### src/rtl/core/cst_pkg.sv
// ----------------------------------------------------------------------------
// cst_pkg
// Shared constants, types and classification functions of the tokenizer.
// ----------------------------------------------------------------------------
package cst_pkg;

  localparam int POSITION_BITS_DEF = 16;
  localparam int KIND_BITS = 6;
  localparam int LEN_BITS = 16;
  localparam int START_BITS = 16;

  localparam logic [KIND_BITS-1:0] K_END   = 6'd0;
  localparam logic [KIND_BITS-1:0] K_ID    = 6'd1;
  localparam logic [KIND_BITS-1:0] K_NUM   = 6'd2;
  localparam logic [KIND_BITS-1:0] K_STR   = 6'd3;
  localparam logic [KIND_BITS-1:0] K_RET   = 6'd4;
  localparam logic [KIND_BITS-1:0] K_INT   = 6'd5;
  localparam logic [KIND_BITS-1:0] K_LONG  = 6'd6;
  localparam logic [KIND_BITS-1:0] K_VOID  = 6'd7;
  localparam logic [KIND_BITS-1:0] K_NONE  = 6'd0;
  localparam logic [KIND_BITS-1:0] K_ERROR = 6'd41;

  localparam logic [3:0] M_IDLE       = 4'd0;
  localparam logic [3:0] M_IDENT      = 4'd1;
  localparam logic [3:0] M_ZERO       = 4'd2;
  localparam logic [3:0] M_NUMBER     = 4'd3;
  localparam logic [3:0] M_HEX        = 4'd4;
  localparam logic [3:0] M_STRING     = 4'd5;
  localparam logic [3:0] M_OP         = 4'd6;
  localparam logic [3:0] M_LINE       = 4'd7;
  localparam logic [3:0] M_BLOCK      = 4'd8;
  localparam logic [3:0] M_BLOCK_STAR = 4'd9;
  localparam logic [3:0] M_HALTED     = 4'd10;

  localparam logic [7:0] CH_X     = 8'h78;
  localparam logic [7:0] CH_UNDER = 8'h5F;
  localparam logic [7:0] CH_NL    = 8'h0A;
  localparam logic [7:0] CH_STAR  = 8'h2A;
  localparam logic [7:0] CH_SLASH = 8'h2F;
  localparam logic [7:0] CH_QUOTE = 8'h22;

  localparam logic [47:0] W_RETURN = 48'h72657475726E;
  localparam logic [47:0] W_INT    = 48'h696E74;
  localparam logic [47:0] W_LONG   = 48'h6C6F6E67;
  localparam logic [47:0] W_VOID   = 48'h766F6964;

  // One token on its way from the scanner to the output queue.
  typedef struct packed {
    logic [KIND_BITS-1:0]  kind;
    logic [START_BITS-1:0] start;
    logic [LEN_BITS-1:0]   length;
    logic                  last;
  } token_t;

  function automatic logic is_alpha(input logic [7:0] c);
    return (c >= 8'h61 && c <= 8'h7A) || (c >= 8'h41 && c <= 8'h5A);
  endfunction

  function automatic logic is_digit(input logic [7:0] c);
    return c >= 8'h30 && c <= 8'h39;
  endfunction

  function automatic logic is_xdigit(input logic [7:0] c);
    return is_digit(c) || (c >= 8'h61 && c <= 8'h66) || (c >= 8'h41 && c <= 8'h46);
  endfunction

  function automatic logic [KIND_BITS-1:0] plain_punct(input logic [7:0] c);
    case (c)
      8'h28: return 6'd8;
      8'h29: return 6'd9;
      8'h7B: return 6'd10;
      8'h7D: return 6'd11;
      8'h3A: return 6'd12;
      8'h2C: return 6'd13;
      8'h3B: return 6'd14;
      8'h5B: return 6'd15;
      8'h5D: return 6'd16;
      default: return K_NONE;
    endcase
  endfunction

  function automatic logic [KIND_BITS-1:0] op_single(input logic [7:0] c);
    case (c)
      8'h3D: return 6'd17;
      8'h2B: return 6'd21;
      8'h2D: return 6'd24;
      8'h21: return 6'd26;
      8'h5E: return 6'd28;
      8'h2F: return 6'd30;
      8'h2A: return 6'd32;
      8'h25: return 6'd34;
      8'h3C: return 6'd37;
      8'h3E: return 6'd40;
      default: return K_NONE;
    endcase
  endfunction

  function automatic logic [KIND_BITS-1:0] op_pair(input logic [7:0] a, input logic [7:0] b);
    logic [KIND_BITS-1:0] k;
    k = K_NONE;
    if (b == 8'h3D) begin
      case (a)
        8'h3D: k = 6'd18;
        8'h2B: k = 6'd20;
        8'h2D: k = 6'd23;
        8'h21: k = 6'd25;
        8'h5E: k = 6'd27;
        8'h2F: k = 6'd29;
        8'h2A: k = 6'd31;
        8'h25: k = 6'd33;
        8'h3C: k = 6'd35;
        8'h3E: k = 6'd38;
        default: k = K_NONE;
      endcase
    end else if (a == b) begin
      case (a)
        8'h2B: k = 6'd19;
        8'h2D: k = 6'd22;
        8'h3C: k = 6'd36;
        8'h3E: k = 6'd39;
        default: k = K_NONE;
      endcase
    end
    return k;
  endfunction

  function automatic logic [LEN_BITS-1:0] sat_inc(input logic [LEN_BITS-1:0] v);
    return (v == '1) ? v : v + 1'b1;
  endfunction

endpackage

### src/rtl/core/cst_stream_if.sv
// ----------------------------------------------------------------------------
// cst_stream_if
// Valid/ready channel carrying one payload word of a given type.
// ----------------------------------------------------------------------------
interface cst_stream_if #(
  parameter type T = logic
);
  logic valid;
  logic ready;
  T     data;

  modport source (output valid, output data, input ready);
  modport sink (input valid, input data, output ready);
endinterface

### src/rtl/core/cst_in_if.sv
// ----------------------------------------------------------------------------
// cst_in_if
// Input channel of the tokenizer: one text byte or the end marker per word.
// ----------------------------------------------------------------------------
interface cst_in_if;
  logic       valid;
  logic       ready;
  logic [7:0] text_byte;
  logic       end_of_text;

  modport source (output valid, output text_byte, output end_of_text, input ready);
  modport sink (input valid, input text_byte, input end_of_text, output ready);
endinterface

### src/rtl/core/cst_out_if.sv
// ----------------------------------------------------------------------------
// cst_out_if
// Output channel of the tokenizer: one token per word.
// ----------------------------------------------------------------------------
interface cst_out_if;
  logic        valid;
  logic        ready;
  logic [5:0]  token_kind;
  logic [15:0] token_start;
  logic [15:0] token_length;
  logic        last_of_run;

  modport source (output valid, output token_kind, output token_start,
                  output token_length, output last_of_run, input ready);
  modport sink (input valid, input token_kind, input token_start,
                input token_length, input last_of_run, output ready);
endinterface

### src/rtl/core/cst_scan.sv
// ----------------------------------------------------------------------------
// cst_scan
// Front part: steps the scan state on each accepted word and produces up to
// two tokens in that cycle.
// ----------------------------------------------------------------------------
module cst_scan #(
  parameter int POSITION_BITS = cst_pkg::POSITION_BITS_DEF
) (
  input  logic           clk,
  input  logic           rst,
  input  logic           step,
  input  logic [7:0]     text_byte,
  input  logic           end_of_text,
  output logic [1:0]     count,
  output cst_pkg::token_t tok0,
  output cst_pkg::token_t tok1
);

  logic [3:0]               scan_mode, scan_mode_next;
  logic [7:0]               pending_char, pending_char_next;
  logic [POSITION_BITS-1:0] byte_position, byte_position_next;
  logic [POSITION_BITS-1:0] start_position, start_position_next;
  logic [15:0]              run_length, run_length_next;
  logic [47:0]              word_prefix, word_prefix_next;

  logic [5:0]  id_kind;
  logic [15:0] cur_start, pos16;
  logic        go_idle;
  logic [5:0]  k;

  always_comb begin
    id_kind = cst_pkg::K_ID;
    if (run_length == 16'd6 && word_prefix == cst_pkg::W_RETURN) id_kind = cst_pkg::K_RET;
    else if (run_length == 16'd3 && word_prefix == cst_pkg::W_INT) id_kind = cst_pkg::K_INT;
    else if (run_length == 16'd4 && word_prefix == cst_pkg::W_LONG) id_kind = cst_pkg::K_LONG;
    else if (run_length == 16'd4 && word_prefix == cst_pkg::W_VOID) id_kind = cst_pkg::K_VOID;
  end

  // Reported offsets are the low 16 bits of the position counters, widened
  // with zeros when the counters are narrower.
  assign cur_start = 16'(start_position);
  assign pos16 = 16'(byte_position);

  always_comb begin
    scan_mode_next      = scan_mode;
    pending_char_next   = pending_char;
    byte_position_next  = byte_position;
    start_position_next = start_position;
    run_length_next     = run_length;
    word_prefix_next    = word_prefix;
    count = 2'd0;
    tok0  = '0;
    tok1  = '0;
    go_idle = 1'b0;
    k = cst_pkg::op_pair(pending_char, text_byte);
    if (scan_mode == cst_pkg::M_HALTED) begin
      go_idle = 1'b0;
    end else if (end_of_text) begin
      case (scan_mode)
        cst_pkg::M_IDENT: begin
          tok0 = '{id_kind, cur_start, run_length, 1'b0};
          count = 2'd1;
        end
        cst_pkg::M_ZERO, cst_pkg::M_NUMBER, cst_pkg::M_HEX: begin
          tok0 = '{cst_pkg::K_NUM, cur_start, run_length, 1'b0};
          count = 2'd1;
        end
        cst_pkg::M_OP: begin
          tok0 = '{cst_pkg::op_single(pending_char), cur_start, 16'd1, 1'b0};
          count = 2'd1;
        end
        default: count = 2'd0;
      endcase
      if (scan_mode == cst_pkg::M_STRING) begin
        tok0 = '{cst_pkg::K_ERROR, cur_start, run_length, 1'b1};
        count = 2'd1;
        scan_mode_next = cst_pkg::M_HALTED;
      end else begin
        if (count == 2'd1) tok1 = '{cst_pkg::K_END, pos16, 16'd0, 1'b1};
        else tok0 = '{cst_pkg::K_END, pos16, 16'd0, 1'b1};
        count = count + 2'd1;
        scan_mode_next      = cst_pkg::M_IDLE;
        pending_char_next   = '0;
        byte_position_next  = '0;
        start_position_next = '0;
        run_length_next     = '0;
        word_prefix_next    = '0;
      end
    end else begin
      byte_position_next = byte_position + 1'b1;
      case (scan_mode)
        cst_pkg::M_IDENT: begin
          if (cst_pkg::is_alpha(text_byte) || cst_pkg::is_digit(text_byte) ||
              text_byte == cst_pkg::CH_UNDER) begin
            if (run_length < 16'd6) word_prefix_next = {word_prefix[39:0], text_byte};
            run_length_next = cst_pkg::sat_inc(run_length);
          end else begin
            tok0 = '{id_kind, cur_start, run_length, 1'b0};
            count = 2'd1;
            go_idle = 1'b1;
          end
        end
        cst_pkg::M_ZERO: begin
          if (text_byte == cst_pkg::CH_X) begin
            scan_mode_next = cst_pkg::M_HEX;
            run_length_next = 16'd2;
          end else if (cst_pkg::is_digit(text_byte)) begin
            scan_mode_next = cst_pkg::M_NUMBER;
            run_length_next = 16'd2;
          end else begin
            tok0 = '{cst_pkg::K_NUM, cur_start, run_length, 1'b0};
            count = 2'd1;
            go_idle = 1'b1;
          end
        end
        cst_pkg::M_NUMBER, cst_pkg::M_HEX: begin
          if ((scan_mode == cst_pkg::M_NUMBER) ? cst_pkg::is_digit(text_byte)
                                               : cst_pkg::is_xdigit(text_byte)) begin
            run_length_next = cst_pkg::sat_inc(run_length);
          end else begin
            tok0 = '{cst_pkg::K_NUM, cur_start, run_length, 1'b0};
            count = 2'd1;
            go_idle = 1'b1;
          end
        end
        cst_pkg::M_STRING: begin
          if (text_byte == cst_pkg::CH_QUOTE) begin
            tok0 = '{cst_pkg::K_STR, cur_start, run_length, 1'b1};
            count = 2'd1;
            scan_mode_next = cst_pkg::M_IDLE;
          end else begin
            run_length_next = cst_pkg::sat_inc(run_length);
          end
        end
        cst_pkg::M_OP: begin
          if (pending_char == cst_pkg::CH_SLASH && text_byte == cst_pkg::CH_SLASH) begin
            scan_mode_next = cst_pkg::M_LINE;
          end else if (pending_char == cst_pkg::CH_SLASH && text_byte == cst_pkg::CH_STAR) begin
            scan_mode_next = cst_pkg::M_BLOCK;
          end else if (k != cst_pkg::K_NONE) begin
            tok0 = '{k, cur_start, 16'd2, 1'b1};
            count = 2'd1;
            scan_mode_next = cst_pkg::M_IDLE;
          end else begin
            tok0 = '{cst_pkg::op_single(pending_char), cur_start, 16'd1, 1'b0};
            count = 2'd1;
            go_idle = 1'b1;
          end
        end
        cst_pkg::M_LINE: begin
          if (text_byte == cst_pkg::CH_NL) scan_mode_next = cst_pkg::M_IDLE;
        end
        cst_pkg::M_BLOCK: begin
          if (text_byte == cst_pkg::CH_STAR) scan_mode_next = cst_pkg::M_BLOCK_STAR;
        end
        cst_pkg::M_BLOCK_STAR: begin
          if (text_byte == cst_pkg::CH_SLASH) scan_mode_next = cst_pkg::M_IDLE;
          else if (text_byte != cst_pkg::CH_STAR) scan_mode_next = cst_pkg::M_BLOCK;
        end
        default: go_idle = 1'b1;
      endcase
      if (go_idle) begin
        scan_mode_next = cst_pkg::M_IDLE;
        if (text_byte inside {8'h20, 8'h09, 8'h0D, 8'h0A}) begin
          scan_mode_next = cst_pkg::M_IDLE;
        end else if (cst_pkg::is_alpha(text_byte) || text_byte == cst_pkg::CH_UNDER) begin
          scan_mode_next = cst_pkg::M_IDENT;
          start_position_next = byte_position;
          run_length_next = 16'd1;
          word_prefix_next = {40'd0, text_byte};
        end else if (text_byte == 8'h30) begin
          scan_mode_next = cst_pkg::M_ZERO;
          start_position_next = byte_position;
          run_length_next = 16'd1;
        end else if (cst_pkg::is_digit(text_byte)) begin
          scan_mode_next = cst_pkg::M_NUMBER;
          start_position_next = byte_position;
          run_length_next = 16'd1;
        end else if (text_byte == cst_pkg::CH_QUOTE) begin
          scan_mode_next = cst_pkg::M_STRING;
          start_position_next = byte_position;
          run_length_next = 16'd0;
        end else if (cst_pkg::plain_punct(text_byte) != cst_pkg::K_NONE) begin
          if (count == 2'd1) tok1 = '{cst_pkg::plain_punct(text_byte), pos16, 16'd1, 1'b0};
          else tok0 = '{cst_pkg::plain_punct(text_byte), pos16, 16'd1, 1'b0};
          count = count + 2'd1;
        end else if (cst_pkg::op_single(text_byte) != cst_pkg::K_NONE) begin
          scan_mode_next = cst_pkg::M_OP;
          start_position_next = byte_position;
          run_length_next = 16'd1;
          pending_char_next = text_byte;
        end else begin
          if (count == 2'd1) tok1 = '{cst_pkg::K_ERROR, pos16, 16'd1, 1'b0};
          else tok0 = '{cst_pkg::K_ERROR, pos16, 16'd1, 1'b0};
          count = count + 2'd1;
          scan_mode_next = cst_pkg::M_HALTED;
        end
        if (count == 2'd2) tok1.last = 1'b1;
        else if (count == 2'd1) tok0.last = 1'b1;
      end
    end
  end

  always_ff @(posedge clk) begin
    if (rst) begin
      scan_mode      <= cst_pkg::M_IDLE;
      pending_char   <= '0;
      byte_position  <= '0;
      start_position <= '0;
      run_length     <= '0;
      word_prefix    <= '0;
    end else if (step) begin
      scan_mode      <= scan_mode_next;
      pending_char   <= pending_char_next;
      byte_position  <= byte_position_next;
      start_position <= start_position_next;
      run_length     <= run_length_next;
      word_prefix    <= word_prefix_next;
    end
  end

endmodule

### src/rtl/core/cst_queue.sv
// ----------------------------------------------------------------------------
// cst_queue
// Four-entry token queue between scanner and output; takes up to two tokens
// per cycle and hands out one per cycle while the sink is ready.
// ----------------------------------------------------------------------------
module cst_queue (
  input  logic            clk,
  input  logic            rst,
  input  logic [1:0]      push_count,
  input  cst_pkg::token_t push0,
  input  cst_pkg::token_t push1,
  output logic            room_for_two,
  cst_stream_if.source    out
);

  cst_pkg::token_t entry [4];
  logic [1:0] rd_ptr, wr_ptr;
  logic [2:0] fill, fill_next;
  logic       pop;

  assign pop = out.valid && out.ready;
  assign out.valid = fill != 3'd0;
  assign out.data = entry[rd_ptr];
  assign room_for_two = fill <= 3'd2;
  assign fill_next = fill + {1'b0, push_count} - {2'b00, pop};

  always_ff @(posedge clk) begin
    if (push_count != 2'd0) entry[wr_ptr] <= push0;
    if (push_count == 2'd2) entry[wr_ptr + 2'd1] <= push1;
  end

  always_ff @(posedge clk) begin
    if (rst) begin
      rd_ptr <= '0;
      wr_ptr <= '0;
      fill   <= '0;
    end else begin
      rd_ptr <= rd_ptr + {1'b0, pop};
      wr_ptr <= wr_ptr + push_count;
      fill   <= fill_next;
    end
  end

endmodule

### src/rtl/core/c_subset_tokenizer.sv
// ----------------------------------------------------------------------------
// c_subset_tokenizer
// Streaming tokenizer for a small subset of C source text.
// ----------------------------------------------------------------------------
// The block takes one source byte per word on the input channel and gives
// tokens (kind, start offset, length) on the output channel. It accepts a
// word in every cycle while its four-entry token queue has room for the two
// tokens that one byte may cause, so the sustained rate is one byte per
// cycle whenever the sink takes tokens at least as fast as they are made; a
// token can leave at the earliest in the cycle after its byte is taken. An end
// marker word flushes any pending token and gives the end token, after
// which offsets start again from zero. An unsupported byte or an unclosed
// string gives an error token and the block then ignores all input, still
// taking words, until reset.
module c_subset_tokenizer #(
  parameter int POSITION_BITS = cst_pkg::POSITION_BITS_DEF
) (
  input logic      clk,
  input logic      rst,
  cst_in_if.sink   in,
  cst_out_if.source out
);

  cst_stream_if #(.T(cst_pkg::token_t)) q_out ();

  logic            step;
  logic            room;
  logic [1:0]      count;
  cst_pkg::token_t tok0, tok1;

  // Input is held back only when the queue could not take two more tokens.
  assign in.ready = room;
  assign step = in.valid && room;

  cst_scan #(.POSITION_BITS(POSITION_BITS)) u_scan (
    .clk         (clk),
    .rst         (rst),
    .step        (step),
    .text_byte   (in.text_byte),
    .end_of_text (in.end_of_text),
    .count       (count),
    .tok0        (tok0),
    .tok1        (tok1)
  );

  cst_queue u_queue (
    .clk          (clk),
    .rst          (rst),
    .push_count   (step ? count : 2'd0),
    .push0        (tok0),
    .push1        (tok1),
    .room_for_two (room),
    .out          (q_out.source)
  );

  assign out.valid        = q_out.valid;
  assign q_out.ready      = out.ready;
  assign out.token_kind   = q_out.data.kind;
  assign out.token_start  = q_out.data.start;
  assign out.token_length = q_out.data.length;
  assign out.last_of_run  = q_out.data.last;

endmodule

### src/flat_wrapper.sv
// flat-port wrapper written by rule: the top's interface ports become plain ports
module c_subset_tokenizer_flat 
#(
  parameter int POSITION_BITS = cst_pkg::POSITION_BITS_DEF
)
  (clk, rst, in_valid, in_text_byte, in_end_of_text, in_ready, out_valid, out_token_kind, out_token_start, out_token_length, out_last_of_run, out_ready);
  cst_in_if in_i ();
  cst_out_if out_i ();
  input logic clk;
  input logic rst;
  input wire logic [$bits(in_i.valid)-1:0] in_valid;
  input wire logic [$bits(in_i.text_byte)-1:0] in_text_byte;
  input wire logic [$bits(in_i.end_of_text)-1:0] in_end_of_text;
  output wire logic [$bits(in_i.ready)-1:0] in_ready;
  output wire logic [$bits(out_i.valid)-1:0] out_valid;
  output wire logic [$bits(out_i.token_kind)-1:0] out_token_kind;
  output wire logic [$bits(out_i.token_start)-1:0] out_token_start;
  output wire logic [$bits(out_i.token_length)-1:0] out_token_length;
  output wire logic [$bits(out_i.last_of_run)-1:0] out_last_of_run;
  input wire logic [$bits(out_i.ready)-1:0] out_ready;
  assign in_i.valid = in_valid;
  assign in_i.text_byte = in_text_byte;
  assign in_i.end_of_text = in_end_of_text;
  assign in_ready = in_i.ready;
  assign out_valid = out_i.valid;
  assign out_token_kind = out_i.token_kind;
  assign out_token_start = out_i.token_start;
  assign out_token_length = out_i.token_length;
  assign out_last_of_run = out_i.last_of_run;
  assign out_i.ready = out_ready;
  c_subset_tokenizer #(.POSITION_BITS(POSITION_BITS)) u_core (.clk(clk), .rst(rst), .in(in_i), .out(out_i));
endmodule
### config.mk
export PLATFORM = sky130hd
export DESIGN_NAME = c_subset_tokenizer_flat
export DESIGN_NICKNAME = d
export VERILOG_FILES = /design/src/rtl/core/cst_pkg.sv /design/src/rtl/core/cst_stream_if.sv /design/src/rtl/core/cst_in_if.sv /design/src/rtl/core/cst_out_if.sv /design/src/rtl/core/cst_scan.sv /design/src/rtl/core/cst_queue.sv /design/src/rtl/core/c_subset_tokenizer.sv /design/src/flat_wrapper.sv
export SDC_FILE = /design/constraint.sdc
export NUM_CORES = 1
export LEC_CHECK = 0
export ABC_AREA = 1
export CORE_MARGIN = 4
export CORE_UTILIZATION = 50
export CTS_BUF_LIST = sky130_fd_sc_hd__clkbuf_8
export DETAILED_ROUTE_END_ITERATION = 10
export DONT_BUFFER_PORTS = 1
export MAX_ROUTING_LAYER = met4
export REMOVE_ABC_BUFFERS = 1
export SLEW_MARGIN = 20
export SYNTH_ARGS = -nofsm -noshare
export SYNTH_HDL_FRONTEND = slang
export SYNTH_SLANG_ARGS = --single-unit
### constraint.sdc
create_clock -name clk -period 10.3 [get_ports clk]
set_input_delay 0.515 -clock clk [delete_from_list [all_inputs] [get_ports clk]]
set_output_delay 0.515 -clock clk [all_outputs]
set_load 0.03 [all_outputs]
==> impl_metrics.ini, run 1 <==
[cells_and_area]
most_common_cell_after_layout_fill_and_taps_aside = nand2_1
final_layout_size_suffix_gt1_share_pct = 7.66
final_instance_area_um2 = 17700
syn2layout_area_growth_pct = 5.62
final.fill_count = 3314
most_used_cells_in_the_layout_excluding_fill_and_tap_cells = nand2_1 (491), nor2_1 (284), inv_1 (237), nand3_1 (226), a21oi_1 (175)
fin_nets = 2377
antennaDiodeCount = 0

[timing]
rsz0062_at_grt = no
finalHoldViolCount = 0
worst_slew_pin_slew_ns = 1.09
post-route-min-period_ns = 4.84
layout_worst_path_cycle_share_pct = 47.0
setup_viol_count_final = 0
drv_slew = 0
timing.clock.skew_ns = 0.0213
max-slew-margin-rel_pct = 28.4
fmaxAchievable_ghz = 0.206
timing.setup.tns_ns = 0

[floorplanning]
die_width_um = 191
ioPinCount = 54
die_area_um2 = 36400
fp.dieH_um = 191
coreArea_um2 = 32800
start_util_pct = 51.0
core.rowCount = 66

[pwr]
power_report.internal_total_mw = 2.25
sequential_share_of_power_pct = 34.6
combinationalPowerShare_pct = 42.2
peakVddDrop_v = 0.000131
power_switching_share_pct = 46.7
p_per_area_nw_per_um2 = 239
netSwitchingPower_mw = 1.97
p_leak_nw = 7.06
share_of_power_burned_in_the_clock_network_pct = 23.3

[drt]
vias = 16400
number_of_detailed_route_iterations_in_the_first_pass = 7
total_wire_length_after_detailed_routing_um = 53000
drt.antenna.violating_nets = 0
wl_per_cell_um = 18.7
detail_route.drc_violations = 0
detail_route.vias_per_cell = 5.81
drt-initial-drc-count = 1537

[synthesis]
synth.area.top_cells = dfxtp_1 (21%), edfxtp_1 (17%), nand2_1 (11%), nand3_1 (6.8%), nor2_1 (6.4%)
synth_top_area_cell = dfxtp_1
yosys.cell_types.count = 57
synth_sequential_area_ratio_pct = 38.2
instance_count_of_the_mapped_netlist = 2432
ys_async_sr_fraction_pct = 0
number_of_enable_flip_flop_cells_after_synthesis = 96
cell_area_synth_um2 = 16700
synthFlopType = dfxtp_1
yosysWarnings = 0
synth_largest_type_area_fraction_pct = 21.0
ys_ff_latch = 271
syn_avg_cell_area_um2 = 6.87

[clocking]
cts_repair_resize_count = 0
cts_root_buffer_type = clkbuf_8
cts.clk_slew.worst_paths_ns = 0.06
cts.htree.levels = 2
cts_tree = built
cts_setup_buffers = 0
cts_buffers = 48
tritoncts_num_sinks = 271
worst_skew_pair.late_latency_ns = 0.63
clk_path_buf_depth = 3

[critical_path]
worstSetupPathType = flop to flop
max_stage_delay_ns = 0.88
crit_chain = inv_1, nand2_1, nor2_2, nand2_1, inv_1, nand2_1, nand2_2, o21ai_1, nor2_2, nand2_2, ha_1, nor2_1, nor2_1, nand2_1, nand4_2, nand2_4, nand3_2, nand2_2
type_of_element_capturing_the_critical_path = flop
setup.worst_path.start_class = flop
cell_with_the_most_instances_on_the_worst_path = nand2_1
crit_path_top_delay_cell = nand2_2
critPathRequiredTime_ns = 10.55
arrival_ns = 5.10
reg2reg_depth = 18
critical_path_peak_fanout = 39

[job]
maxCapViolCount = 0

[place]
routabilityCongestion = 0.943
place_area_um2 = 16700
hpwlAfterDp_um = 35400
port-buffer-count = 0

[global_route]
global_route.usage.total_pct = 29.7
via_count_of_the_first_global_routing_pass = 15500
grt_antenna_before_repair = 0
gr-total-overflow = 0
grt_pass1_wl_um = 85100
grt_start_max_net_pins = 127

[run_status]
run_status = finished clean

[hold_path]
hold_class = input pin to flop
number_of_instances_on_the_worst_hold_path = 2
## state kept, by name, summed over array words and instances, names as in the netlist
signal and count:
u_core.u_scan.cur_start 16, u_core.u_scan.scan_mode 4, u_core.u_scan.run_length 16, u_core.u_queue.wr_ptr 2
u_core.u_scan.word_prefix 48, u_core.u_queue.entry 156, u_core.u_scan.byte_position 16, u_core.u_queue.fill 3
u_core.u_queue.rd_ptr 2, u_core.u_scan.pending_char 8
## kinds of logic (layout without fill, tap and decap cells)
logic type	count (synthesis)	in the layout	synth area share [%]
xor+xnor	5	5	0.262
flops	271	271	38.2
compound gates	602	602	20.3
buf+inv	396	354	10.0
fa+ha+maj	11	11	0.868
simple gates	1147	1147	30.4
## power by group through the flow
stage | registers (mW) | logic (mW) | clock network [mW]
finish | 1.46 | 1.78 | 0.983
global route | 1.48 | 1.96 | 1.06
CTS | 1.46 | 1.78 | 1.01
detailed placement | 1.48 | 1.77 | 0
global placement | 1.48 | 1.76 | 0
floorplan | 1.47 | 1.26 | 0
## layout make-up
class | instances | area (um^2) | share of cell area (%)
timing repair buffer | 17 | 148 | 0.836
inverter | 250 | 946 | 5.36
tap | 442 | 553 | 3.13
clock buffer | 55 | 757 | 4.29
clock inverter | 32 | 178 | 1.01
sequential | 271 | 6390 | 36.2
multi-input combinational | 1765 | 8690 | 49.2
## worst max-delay path: cells and delay by family, from the launching register on
kind	cells	cell delay, ns
flops	1	0.32
buf+inv	2	0.21
compound gates	1	0.08
fa+ha+maj	1	0.41
simple gates	14	3.40
## through the flow
| stage | hold slack [ns] | setup WS [ns] | cells | total power, mW | util (%) |
|---|---|---|---|---|---|
| floorplan | 0.432 | 6.24 | 2286 | 2.73 | - |
| global placement | 0.445 | 5.00 | 2744 | 3.24 | 50.9 |
| detailed placement | 0.447 | 4.95 | 2744 | 3.25 | 50.9 |
| CTS | 0.0369 | 5.11 | 2832 | 4.25 | 53.8 |
| global route | 0.0657 | 5.07 | 2832 | 4.49 | 53.9 |
| finish | 0.0928 | 5.46 | 2832 | 4.22 | 53.9 |
## timing repair
item	4_1_cts	5_1_grt
hold buffers	1	0
hold endpoints to repair	89	0
endpoints found under the setup margin	0	0
## Yosys cell counts (3+ instances only)
library cell    n
nand2_1       494
nor2_1        287
nand3_1       227
inv_1         220
a21oi_1       175
dfxtp_1       175
o21ai_0       174
edfxtp_1       96
clkbuf_1       93
o21ai_1        76
o22ai_1        75
o211ai_1       49
nor3_1         36
nand4_1        34
inv_2          23
buf_2          19
nand2_2        14
buf_4          13
buf_6          13
a21o_1         12
a21oi_2        11
nor2_2         11
ha_1           10
a211oi_1        9
nor4_1          9
nand3_2         7
a31oi_1         6
nand2_4         6
buf_1           5
clkinv_1        4
nand3b_1        4
nor2_4          4
o2111ai_1       4
xor2_1          4
inv_4           3
o21a_1          3
## path summary, 6_finish.rpt
| path | start | slack, ns | end |
|---|---|---|---|
| worst max-delay path | u_core.u_scan.pending_char[7] | 5.46 | u_core.u_queue.entry[0][28] |
| worst min register to register | u_core.u_scan.pending_char[7] | 0.45 | u_core.u_scan.pending_char[7] |
| worst max register to register | u_core.u_scan.pending_char[7] | 5.46 | u_core.u_queue.entry[0][28] |
| worst min-delay path | in_text_byte[3] | 0.09 | u_core.u_scan.pending_char[3] |
## layer usage
layer | vias up | GRT usage (%) | wire length (um)
met5 | - | - | 0
met4 | 0 | 7.54 | 1200
met3 | 83 | 5.35 | 3410
met2 | 530 | 48.0 | 24900
met1 | 7733 | 39.0 | 23400
li1 | 8097 | - | -
Power figures use the tool's default switching activity.
==> inputs of run 2 (changes only) <==
==> constraint.sdc (replaced) <==
create_clock -name clk -period 4.52 [get_ports clk]
set_input_delay 0.226 -clock clk [delete_from_list [all_inputs] [get_ports clk]]
set_output_delay 0.226 -clock clk [all_outputs]
set_load 0.03 [all_outputs]
==> run 2 against run 1 <==
Effect of this change: wire length grew 2.8%; clock power is 130% higher; sequential share of layout area fell by 0.45 points; final area grew 1.2%; count of clock-buffer cells in the layout up 7; maximum frequency is 24% higher; total power grew 130%; first-iteration DRC count shrank 7.6%; combinational power is 130% higher; die area unchanged; critical path type unchanged.
==> impl_metrics.ini, run 2 (same netlist as run 1, synthesis figures left out) <==
[cells_and_area]
most_used_cells_in_the_layout_excluding_fill_and_tap_cells = nand2_1 (494), nor2_1 (284), inv_1 (235), nand3_1 (226), a21oi_1 (175)
stdcell_count = 2855
fin_nets = 2399
biggestRegsByFlops = u_core.u_queue.entry: 156 flops, u_core.u_scan.word_prefix: 48 flops
final_core_util_pct = 54.5
most_common_cell_after_layout_fill_and_taps_aside = nand2_1
largest_register = u_core.u_queue.entry
final_layout_size_suffix_gt1_share_pct = 8.00
largest_register_ffs = 156
syn2layout_area_growth_pct = 6.94
final_instance_area_um2 = 17900

[critical_path]
worst-path-buf-inv = 7
arrival_ns = 4.42
setup.worst_path.start_class = flop
path_delay_family = simple AND/OR/NAND/NOR gates
max_stage_delay_ns = 0.75
critPathRequiredTime_ns = 5.02
r2r_slack_ns = 0.61
crit_path_top_delay_cell = buf_4
reg2reg_from = u_core.u_scan.scan_mode[0]
worstReg2RegEnd = u_core.u_queue.entry[0][13]
type_of_element_capturing_the_critical_path = flop
crit_chain = inv_1, nor2_1, inv_1, nor2_1, inv_1, nor2_2, nor2_2, nand2_2, buf_4, inv_2, nand2_1, nand2_1, inv_2, nand2_4, nand2_8, buf_4, nand3_1, nand2_1, nor2_1
worstSetupPathType = flop to flop
critical_path_peak_fanout = 86
reg2reg_depth = 19

[hold_path]
whs_endpoint = u_core.u_queue.entry[0][12]
min_from = in_end_of_text
number_of_instances_on_the_worst_hold_path = 5
hold_class = input pin to flop

[global_route]
grt_pass1_wl_um = 86800
via_count_of_the_first_global_routing_pass = 16000
gr-total-overflow = 0
global_route.peak_usage_layer = met2
grtUsageMet1_pct = 38.5
grt_antenna_before_repair = 1
grt_start_max_net_pins = 91
groute.layer.met3.usage_pct = 5.14
met2_track_usage_gr_pct = 49.4
global_route.usage.total_pct = 30.5

[clocking]
cts_repair_resize_count = 0
cts_root_buffer_type = clkbuf_8
cts_buffers = 48
cts.htree.levels = 2
cts.clk_slew.worst_paths_ns = 0.06
clk_path_buf_depth = 3
worst_skew_pair.late_latency_ns = 0.62
cts_setup_buffers = 0
tritoncts_num_sinks = 271
cts_tree = built

[timing]
worst_slew_pin_slew_ns = 1.11
rsz0062_at_grt = no
fmaxAchievable_ghz = 0.255
final_critical_path_setup_slack_ns = 0.606
timing.clock.skew_ns = 0.0167
drv_slew = 0
post-route-min-period_ns = 3.91
layout_worst_path_cycle_share_pct = 86.6
max-slew-margin-rel_pct = 26.0
timing.setup.tns_ns = 0
timing.hold.ws_ns = 0.0414
finalHoldViolCount = 0
setup_viol_count_final = 0

[run_status]
run_status = finished clean

[drt]
vias = 16600
number_of_detailed_route_iterations_in_the_first_pass = 5
drt.antenna.violating_nets = 0
drt-initial-drc-count = 1420
detail_route.drc_violations = 0
detail_route.vias_per_cell = 5.82
total_wire_length_after_detailed_routing_um = 54500
wl_per_cell_um = 19.1

[pwr]
p_per_area_nw_per_um2 = 546
peakVddDrop_v = 0.000274
fin_total_pwr_mw = 9.77
p_leak_nw = 7.17

[place]
place_area_um2 = 16800
routabilityCongestion = 0.996
port-buffer-count = 0
post-place-ws_ns = 0.683
hpwlAfterDp_um = 34600
numPlacedInstances = 2756

[floorplanning]
die_area_um2 = 36400
start_util_pct = 51.0
ioPinCount = 54
coreArea_um2 = 32800
fp.dieH_um = 191
die_width_um = 191
core.rowCount = 66

[job]
maxCapViolCount = 0
run 2: final cells by class:
type	instances	area [um^2]
flip-flops and latches	271	6390
repair buffers	39	348
clock buffers	62	853
well taps	442	553
fillers	3314	14900
multi-input cells	1765	8690
clock inverters	25	98.8
diodes	1	2.50
inverters	250	946
run 2: metal layers:
metal | part of all wire [%] | vias to the layer above
li1 | - | 8132
met1 | 42 | 7714
met2 | 47 | 614
met3 | 6.8 | 148
met4 | 3.9 | 0
met5 | 0 | -
run 2: where the power goes:
group	switching (mW)	internal (mW)	total [mW]
sequential	0.228	3.08	3.31
clock	1.06	1.22	2.28
combinational	3.27	0.910	4.18
total	4.55	5.21	9.77
run 2: repair_timing:
item | CTS | global route
endpoints found under the hold margin | 114 | 0
hold buffers | 11 | 0
setup endpoints to repair | 0 | 0
run 2: worst min-delay path: stages:
cell and delay [ns]:
a21oi_1 0.03, a21o_1 0.16, nand3_1 0.08, nand2_1 0.05
nor2_1 0.07
run 2: how the worst max path moves through the flow:
| stage | start | endpoint | slack, ns | depth (start not counted) |
|---|---|---|---|---|
| finish | u_core.u_scan.scan_mode[0] | u_core.u_queue.entry[0][13] | 0.61 | 19 |
| global route | u_core.u_scan.pending_char[7] | u_core.u_queue.entry[0][7] | 0.25 | 17 |
| CTS | u_core.u_scan.pending_char[7] | u_core.u_queue.entry[0][9] | 0.67 | 17 |
| detailed placement | u_core.u_scan.pending_char[7] | u_core.u_queue.entry[1][27] | 0.68 | 16 |
| global placement | u_core.u_scan.pending_char[7] | u_core.u_queue.entry[0][2] | 0.71 | 17 |
| floorplan | u_core.u_queue.wr_ptr[1] | u_core.u_queue.entry[1][0] | 0.54 | 3 |
